## config.mk

```make
export PLATFORM = sky130hd
export DESIGN_NAME = dispatch_admission_count_flat
export DESIGN_NICKNAME = d
export VERILOG_FILES = /design/src/design/dac_pkg.sv /design/src/design/dac_pkt_if.sv /design/src/design/dac_result_if.sv /design/src/design/dac_slot_cell.sv /design/src/design/dispatch_admission_count.sv /design/src/flat_wrapper.sv
export VERILOG_INCLUDE_DIRS = /design/src /design/src/design
export SDC_FILE = /design/constraint.sdc
export NUM_CORES = 1
export LEC_CHECK = 0
export ABC_CLOCK_PERIOD_IN_PS = 3900
export BUFFER_PORTS_ARGS = -buffer_cell sky130_fd_sc_hd__buf_2
export CAP_MARGIN = 30
export CELL_PAD_IN_SITES_DETAIL_PLACEMENT = 2
export CELL_PAD_IN_SITES_GLOBAL_PLACEMENT = 2
export CORE_UTILIZATION = 35
export CTS_CLUSTER_SIZE = 40
export DETAILED_ROUTE_END_ITERATION = 10
export PLACE_DENSITY = 0.75
export SYNTH_ARGS = -nofsm -noshare
export SYNTH_HDL_FRONTEND = slang
export SYNTH_SLANG_ARGS = --single-unit
```

## constraint.sdc

```tcl
create_clock -name clk -period 3.9 [get_ports clk]
set_clock_uncertainty 0.15 [all_clocks]
set_input_delay 0.195 -clock clk [delete_from_list [all_inputs] [get_ports clk]]
set_output_delay 0.195 -clock clk [all_outputs]
set_load 0.005 [all_outputs]
```

## src/design/dispatch_admission_count_macros.svh

```systemverilog
// Assertion macros shared by the dispatch admission count design.
`ifndef DISPATCH_ADMISSION_COUNT_MACROS_SVH
`define DISPATCH_ADMISSION_COUNT_MACROS_SVH

`ifndef SYNTHESIS
`define DAC_ASSERT_SAME(label, clock, reset, cond, expr) \
  label: assert property (@(posedge clock) disable iff (reset) (cond) |-> (expr)) \
    else $error("dispatch admission count check failed");
`define DAC_ASSERT_NEXT(label, clock, reset, cond, expr) \
  label: assert property (@(posedge clock) disable iff (reset) (cond) |=> (expr)) \
    else $error("dispatch admission count check failed");
`else
`define DAC_ASSERT_SAME(label, clock, reset, cond, expr)
`define DAC_ASSERT_NEXT(label, clock, reset, cond, expr)
`endif

`endif

```

## src/design/dac_pkg.sv

```systemverilog
`default_nettype none

package dac_pkg;

  localparam int QueueDepth = 16;
  localparam int NumQueues  = 3;
  localparam int NumSlots   = 2;

  typedef enum logic [2:0] {
    REG_Q0_MASK  = 3'd0,
    REG_Q1_MASK  = 3'd1,
    REG_Q2_MASK  = 3'd2,
    REG_Q0_WIDTH = 3'd3,
    REG_Q1_WIDTH = 3'd4,
    REG_Q2_WIDTH = 3'd5,
    REG_ALU_TYPE = 3'd6
  } cfg_reg_t;

  typedef struct packed {
    logic [NumQueues-1:0][7:0] mask;
    logic [NumQueues-1:0][1:0] width;
    logic [2:0]                alu_type;
  } cfg_t;

  typedef struct packed {
    logic       exception;
    logic [2:0] func_type;
    logic [4:0] dest_reg;
    logic       control_flow;
  } inst_t;

  typedef struct packed {
    logic [1:0]                remaining;
    logic                      stop;
    logic [1:0]                count;
    logic [NumQueues-1:0][1:0] ports;
    inst_t [NumSlots-1:0]      inst;
  } token_t;

  function automatic logic [1:0] port_count(input logic [4:0] free, input logic [1:0] width);
    logic [8:0] f;
    f = {4'b0, free};
    if (f > 9'(QueueDepth)) begin
      f = 9'(QueueDepth);
    end
    if ({7'b0, width} <= f) begin
      return width;
    end
    return f[1:0];
  endfunction

endpackage

`default_nettype wire

```

## src/design/dac_pkt_if.sv

```systemverilog
`default_nettype none

interface dac_pkt_if;
  logic       valid;
  logic       ready;
  logic [1:0] packet_size;
  logic       first_exception;
  logic [2:0] first_func_type;
  logic [4:0] first_dest_reg;
  logic       first_control_flow;
  logic       second_exception;
  logic [2:0] second_func_type;
  logic [4:0] second_dest_reg;
  logic       second_control_flow;
  logic [4:0] queue0_free;
  logic [4:0] queue1_free;
  logic [4:0] queue2_free;

  modport source (
    output valid, packet_size, first_exception, first_func_type, first_dest_reg,
           first_control_flow, second_exception, second_func_type, second_dest_reg,
           second_control_flow, queue0_free, queue1_free, queue2_free,
    input  ready
  );

  modport sink (
    input  valid, packet_size, first_exception, first_func_type, first_dest_reg,
           first_control_flow, second_exception, second_func_type, second_dest_reg,
           second_control_flow, queue0_free, queue1_free, queue2_free,
    output ready
  );
endinterface

`default_nettype wire

```

## src/design/dac_result_if.sv

```systemverilog
`default_nettype none

interface dac_result_if;
  logic       valid;
  logic       ready;
  logic [1:0] dispatch_count;

  modport source (output valid, dispatch_count, input ready);
  modport sink (input valid, dispatch_count, output ready);
endinterface

`default_nettype wire

```

## src/design/dac_slot_cell.sv

```systemverilog
`default_nettype none
`include "dispatch_admission_count_macros.svh"

module dac_slot_cell (
  input  wire logic            clk,
  input  wire logic            rst,
  input  wire dac_pkg::cfg_t   cfg,
  input  wire logic            in_valid,
  output logic                 in_ready,
  input  wire dac_pkg::token_t tok_in,
  output logic                 out_valid,
  input  wire logic            out_ready,
  output dac_pkg::token_t      tok_out
);
  import dac_pkg::*;

  logic   vld;
  token_t tok;
  token_t tok_next;
  logic   go;
  logic   found;
  inst_t  cur;

  assign in_ready  = !vld || out_ready;
  assign out_valid = vld;
  assign tok_out   = tok;

  always_comb begin
    tok_next         = tok_in;
    cur              = tok_in.inst[0];
    found            = 1'b0;
    go               = (tok_in.remaining != 2'd0) && !tok_in.stop;
    tok_next.inst[0] = tok_in.inst[1];
    if (go) begin
      tok_next.remaining = tok_in.remaining - 2'd1;
      if (cur.exception) begin
        tok_next.count = tok_in.count + 2'd1;
        tok_next.stop  = 1'b1;
      end else if (cur.func_type == cfg.alu_type && cur.dest_reg == 5'd0) begin
        tok_next.count = tok_in.count + 2'd1;
      end else begin
        for (int q = 0; q < NumQueues; q++) begin
          if (!found && cfg.mask[q][cur.func_type] && tok_in.ports[q] != 2'd0) begin
            found             = 1'b1;
            tok_next.ports[q] = tok_in.ports[q] - 2'd1;
          end
        end
        if (found) begin
          tok_next.count = tok_in.count + 2'd1;
        end
        if (!found || cur.control_flow) begin
          tok_next.stop = 1'b1;
        end
      end
    end
  end

  always_ff @(posedge clk) begin
    if (rst) begin
      vld <= 1'b0;
    end else if (in_ready) begin
      vld <= in_valid;
    end
  end

  always_ff @(posedge clk) begin
    if (in_valid && in_ready) begin
      tok <= tok_next;
    end
  end

  `DAC_ASSERT_NEXT(a_stopped_holds_count, clk, rst, in_valid && in_ready && tok_in.stop,
                   tok.count == $past(tok_in.count))
  `DAC_ASSERT_NEXT(a_count_step, clk, rst, in_valid && in_ready,
                   tok.count == $past(tok_in.count) || tok.count == $past(tok_in.count) + 2'd1)
  `DAC_ASSERT_NEXT(a_port_use, clk, rst, in_valid && in_ready,
                   tok.ports[0] <= $past(tok_in.ports[0]))
  `DAC_ASSERT_SAME(a_count_range, clk, rst, vld, tok.count <= 2'd2)

endmodule

`default_nettype wire

```

## src/design/dispatch_admission_count.sv

```systemverilog
// Dispatch admission count.
// A packet of up to two decoded instructions arrives on the pkt channel with
// the free entry counts of three issue queues; the number of leading
// instructions that can be dispatched leaves on the result channel, one result
// for each packet. Both channels complete a transaction when valid and ready
// are high at a rising clock edge. The queue type masks, enqueue widths and
// the ALU type code are written through cfg_we, cfg_index and cfg_data.
// Each instruction slot is decided by one cell of a two-cell chain, each cell
// ending in a register, so a result passes through the registers of both cells
// before it leaves; a new packet can be taken every cycle while not stalled.
// When the receiver stalls, the chain holds its contents and a cell keeps
// taking data only while its own register is free or drained in that cycle.
// A synchronous reset empties the chain and loads the register defaults.
`default_nettype none

module dispatch_admission_count (
  input  wire logic  clk,
  input  wire logic  rst,
  input  wire logic  cfg_we,
  input  wire logic [2:0] cfg_index,
  input  wire logic [7:0] cfg_data,
  dac_pkt_if.sink    pkt,
  dac_result_if.source result
);
  import dac_pkg::*;

  cfg_t   cfg;
  token_t tok_in;
  token_t tok_mid;
  token_t tok_last;
  logic   mid_valid;
  logic   mid_ready;
  logic   last_valid;

  always_ff @(posedge clk) begin
    if (rst) begin
      cfg.mask     <= {8'd0, 8'd0, 8'd255};
      cfg.width    <= {2'd2, 2'd2, 2'd2};
      cfg.alu_type <= 3'd0;
    end else if (cfg_we) begin
      unique case (cfg_reg_t'(cfg_index))
        REG_Q0_MASK:  cfg.mask[0]  <= cfg_data;
        REG_Q1_MASK:  cfg.mask[1]  <= cfg_data;
        REG_Q2_MASK:  cfg.mask[2]  <= cfg_data;
        REG_Q0_WIDTH: cfg.width[0] <= cfg_data[1:0];
        REG_Q1_WIDTH: cfg.width[1] <= cfg_data[1:0];
        REG_Q2_WIDTH: cfg.width[2] <= cfg_data[1:0];
        REG_ALU_TYPE: cfg.alu_type <= cfg_data[2:0];
        default: ;
      endcase
    end
  end

  always_comb begin
    tok_in.remaining = (pkt.packet_size == 2'd3) ? 2'd2 : pkt.packet_size;
    tok_in.stop      = 1'b0;
    tok_in.count     = 2'd0;
    tok_in.ports[0]  = port_count(pkt.queue0_free, cfg.width[0]);
    tok_in.ports[1]  = port_count(pkt.queue1_free, cfg.width[1]);
    tok_in.ports[2]  = port_count(pkt.queue2_free, cfg.width[2]);
    tok_in.inst[0]   = '{exception: pkt.first_exception, func_type: pkt.first_func_type,
                         dest_reg: pkt.first_dest_reg, control_flow: pkt.first_control_flow};
    tok_in.inst[1]   = '{exception: pkt.second_exception, func_type: pkt.second_func_type,
                         dest_reg: pkt.second_dest_reg,
                         control_flow: pkt.second_control_flow};
  end

  dac_slot_cell u_cell0 (
    .clk       (clk),
    .rst       (rst),
    .cfg       (cfg),
    .in_valid  (pkt.valid),
    .in_ready  (pkt.ready),
    .tok_in    (tok_in),
    .out_valid (mid_valid),
    .out_ready (mid_ready),
    .tok_out   (tok_mid)
  );

  dac_slot_cell u_cell1 (
    .clk       (clk),
    .rst       (rst),
    .cfg       (cfg),
    .in_valid  (mid_valid),
    .in_ready  (mid_ready),
    .tok_in    (tok_mid),
    .out_valid (last_valid),
    .out_ready (result.ready),
    .tok_out   (tok_last)
  );

  assign result.valid          = last_valid;
  assign result.dispatch_count = tok_last.count;

endmodule

`default_nettype wire
```

## src/flat_wrapper.sv

```systemverilog
// flat-port wrapper written by rule: the top's interface ports become plain ports
module dispatch_admission_count_flat import dac_pkg::*;
  (clk, rst, cfg_we, cfg_index, cfg_data, pkt_valid, pkt_packet_size, pkt_first_exception, pkt_first_func_type, pkt_first_dest_reg, pkt_first_control_flow, pkt_second_exception, pkt_second_func_type, pkt_second_dest_reg, pkt_second_control_flow, pkt_queue0_free, pkt_queue1_free, pkt_queue2_free, pkt_ready, result_valid, result_dispatch_count, result_ready);
  dac_pkt_if pkt_i ();
  dac_result_if result_i ();
  input  wire logic clk;
  input  wire logic rst;
  input  wire logic cfg_we;
  input  wire logic [2:0] cfg_index;
  input  wire logic [7:0] cfg_data;
  input wire logic [$bits(pkt_i.valid)-1:0] pkt_valid;
  input wire logic [$bits(pkt_i.packet_size)-1:0] pkt_packet_size;
  input wire logic [$bits(pkt_i.first_exception)-1:0] pkt_first_exception;
  input wire logic [$bits(pkt_i.first_func_type)-1:0] pkt_first_func_type;
  input wire logic [$bits(pkt_i.first_dest_reg)-1:0] pkt_first_dest_reg;
  input wire logic [$bits(pkt_i.first_control_flow)-1:0] pkt_first_control_flow;
  input wire logic [$bits(pkt_i.second_exception)-1:0] pkt_second_exception;
  input wire logic [$bits(pkt_i.second_func_type)-1:0] pkt_second_func_type;
  input wire logic [$bits(pkt_i.second_dest_reg)-1:0] pkt_second_dest_reg;
  input wire logic [$bits(pkt_i.second_control_flow)-1:0] pkt_second_control_flow;
  input wire logic [$bits(pkt_i.queue0_free)-1:0] pkt_queue0_free;
  input wire logic [$bits(pkt_i.queue1_free)-1:0] pkt_queue1_free;
  input wire logic [$bits(pkt_i.queue2_free)-1:0] pkt_queue2_free;
  output wire logic [$bits(pkt_i.ready)-1:0] pkt_ready;
  output wire logic [$bits(result_i.valid)-1:0] result_valid;
  output wire logic [$bits(result_i.dispatch_count)-1:0] result_dispatch_count;
  input wire logic [$bits(result_i.ready)-1:0] result_ready;
  assign pkt_i.valid = pkt_valid;
  assign pkt_i.packet_size = pkt_packet_size;
  assign pkt_i.first_exception = pkt_first_exception;
  assign pkt_i.first_func_type = pkt_first_func_type;
  assign pkt_i.first_dest_reg = pkt_first_dest_reg;
  assign pkt_i.first_control_flow = pkt_first_control_flow;
  assign pkt_i.second_exception = pkt_second_exception;
  assign pkt_i.second_func_type = pkt_second_func_type;
  assign pkt_i.second_dest_reg = pkt_second_dest_reg;
  assign pkt_i.second_control_flow = pkt_second_control_flow;
  assign pkt_i.queue0_free = pkt_queue0_free;
  assign pkt_i.queue1_free = pkt_queue1_free;
  assign pkt_i.queue2_free = pkt_queue2_free;
  assign pkt_ready = pkt_i.ready;
  assign result_valid = result_i.valid;
  assign result_dispatch_count = result_i.dispatch_count;
  assign result_i.ready = result_ready;
  dispatch_admission_count u_core (.clk(clk), .rst(rst), .cfg_we(cfg_we), .cfg_index(cfg_index), .cfg_data(cfg_data), .pkt(pkt_i), .result(result_i));
endmodule
```

==> run metrics <==
number of nets in the synthesized netlist=328; maximum fanout count along the critical path=3; number of top-level pins=57; router iterations before antenna repair=4; #FFs+latches synth=between 50 and 60; most common cell after layout, fill and taps aside=buf_2; transition time of the tightest slew-check pin=1.02 ns; routed length per placed instance=about 18 µm; highest achievable clock rate=about 340 MHz; hold crit path type=primary input to register; Layout Area Growth over Synthesis=20.6%; internal power of the cells=about 0.84 mW; final critical-path share of the clock period=0.765; number of cell instances on the worst register-to-register path=9; leading cell types in the layout, fill and taps excluded=55 x buf_2, 35 x dfxtp_1, 26 x nor2_1; fraction of power spent switching nets=0.264; Max stage delay cell, worst path=a2111oi_0; NetSw=a little over 0.3 mW; setup TNS=0 ns; total vias in the final route=between 2k and 2.5k; sum of routed wire length over all layers=7.89 mm; CTS tree=done; minimum clock period after layout=~3.0 ns; arrival time at the worst endpoint=2.91 ns; most used cell, CP=ha_1; critical path launch point type=register; number of diodes=0; areal power density over the cells=approximately 330 nW/µm²; static leakage=1.41 nW; synth unique cells=40; pin count of the biggest net entering global routing=36; final instance area=between 3000 and 4000 µm²; average cell area after synthesis=about 11 µm²; sum of net half-perimeters after detailed placement=between 6 and 7 mm; Skew-Pair Late Insertion Delay=about 0.32 ns; instance area after placement=3260 µm²; cell depth of the worst hold path=2; worst slew margin relative to its limit=0.319; number of nets in the finished design=approximately 390; via count normalized by instance count=approximately 5.3; weighted congestion at the end of routability-driven global placement=approximately 0.72; area of the placeable core=around 8000 µm²; number of H-tree levels=2; library cell used as clock root buffer=clkbuf_8; height of the die=a little over 90 µm; layout filler cell count=842; number of hold-slack violations in the final timing report=0; worst slack, placed=between 0.7 and 0.8 ns; count of buffers from port buffering=55; vias in the first global route=~2.5k; post-route setup slack=0.918 ns; Yosys top cell area share=0.240; clock-pin slew on the worst setup and hold paths=0.11 ns; mapped cell area=approximately 2900 µm²; series of cell instances along the critical path=inv_1 -> ha_1 -> a2111oi_0 -> o21ai_0 -> o21a_1 -> ha_1 -> nor2_1 -> nand3b_1 -> xor2_1; final antenna-violating net count=0; number of max-cap violations=0; fraction of layout cells with a size suffix above 1=0.226; top cells by area in the synthesized netlist=dfxtp_1 24%, edfxtp_1 22%, mux2i_1 8.2%, mux4_2 6.2%, ha_1 4.3%; share of power burned in the clock network=0.291; Most used DFF post-synth=dfxtp_1; Die Area=8690 µm²; asr flop ratio synth=0; endpoint type of the worst setup path=register; post-synthesis cell type with the largest combined area=dfxtp_1; Residual DRC=0; Crit Path Category=register to register; sequential fraction of design power=0.571; Inserted Clock Buffers=5; gr usage total=0.194; count of clock tree sinks=56; Yosys Warn Count=0; standard-cell row count=32; number of enable flip-flop cells after synthesis=21; final global-route overflow total=0; gate count of the mapped netlist=between 200 and 300; RSZ-0062 raised after global routing=no; global-route wire length before repair=12.8 mm; fraction of the yosys area taken by sequential cells=0.457; Crit path required time=about 3.8 ns; initial standard-cell utilization of the core=0.369; longest individual stage delay on the worst path=between 0.4 and 0.5 ns; status=completed; buffering stage count on the worst path with inverters included=1; Top delay family on crit path=compound AO/OA/AOI/OAI gates; starting DRC count in detailed routing=27; initial antenna violation count=0; x dimension of the die=around 93 µm; CP Depth=9; Max Slew Vio Count=0; buffer depth of the longest clock path=2; number of failing setup endpoints in the final timing report=0; worst ir drop on vdd=about 0.17 mV; part of the power in combinational logic=0.139
[metal layers]
metal	wire length, µm	up-vias	global-route usage
li1	-	1092	-
met1	3560	1150	0.235
met2	4040	41	0.356
met3	215	8	0.0341
met4	78	0	0.0474
met5	0	-	0
[power by group through the flow]
stage	logic, mW	registers (mW)	clock network, mW
CTS	0.161	0.652	0.347
finish	0.158	0.652	0.332
global placement	0.139	0.664	0
global route	0.177	0.656	0.367
floorplan	0.0929	0.655	0
detailed placement	0.147	0.666	0
[cell families (layout without fill, tap and decap cells)]
family / after synthesis / after routing / share of synthesized area
and+or+nand+nor: 93 / 93 / 0.164
DFF: 56 / 56 / 0.457
AOI/OAI and AO/OA: 41 / 41 / 0.0988
muxes: 36 / 36 / 0.180
buffers and inverters: 19 / 86 / 0.0292
adders and majority gates: 10 / 10 / 0.0429
xor gates and xnor gates: 9 / 9 / 0.0271
other: 1 / 1 / 0.00129
[final timing paths]
check,startpoint,endpoint,slack [ns]
setup / recovery,u_core.cfg[5],u_core.u_cell0.tok_out[22],0.92
hold reg to reg,u_core.cfg[28],u_core.cfg[28],0.34
hold / removal,pkt_first_control_flow,u_core.u_cell0.tok_out[28],0.02
setup reg to reg,u_core.cfg[5],u_core.u_cell0.tok_out[22],0.92
[synthesized netlist by cell type (2+ instances only)]
cell type,instances
mux4_2,8
mux4_1,4
dfxtp_1,35
ha_1,10
nand2b_1,7
clkbuf_1,8
a2111oi_0,3
nor2b_1,19
nor2_1,26
edfxtp_1,21
xor2_1,8
o21a_1,3
a211o_1,11
mux2i_1,24
o21ai_0,4
and2_1,2
a31oi_1,2
o221ai_1,3
inv_1,6
nand2_1,24
nor3_1,4
nand3_1,3
nor3b_1,2
a21oi_1,12
[flip-flops by register name (all words and copies together), names as in the netlist]
signal	cells
u_core.cfg	33
u_core.u_cell0.tok_out	19
u_core.u_cell1.tok_out	2
u_core.u_cell0.out_valid	1
u_core.u_cell1.out_valid	1
[area by class of cell]
type                       count  area (µm²)  area share
inverter                       6        22.5     0.00641
clock buffer                   5        68.8      0.0196
multi-input combinational    190        1500       0.426
timing repair buffer          72         443       0.126
tap                          102         128      0.0363
sequential                    56        1330       0.379
clock inverter                 3        22.5     0.00641
[metrics by stage]
stage	std cells	total power, mW	utilization	hold WS, ns
final	434	1.14	0.445	0.0215
after global routing	434	1.20	0.445	0.0185
after CTS	434	1.16	0.445	0.0106
after detailed placement	410	0.813	0.414	0.224
after global placement	410	0.803	0.414	0.223
after floorplan	265	0.748	-	0.144
[what timing repair did]
action                                  4_1_cts  5_1_grt
hold buffers                                 16        0
gates resized for setup                       0        0
setup buffers                                 0        0
endpoints found under the setup margin        0        0
hold endpoints to repair                     20        0
Note: power is estimated with default switching activity, not from simulation.
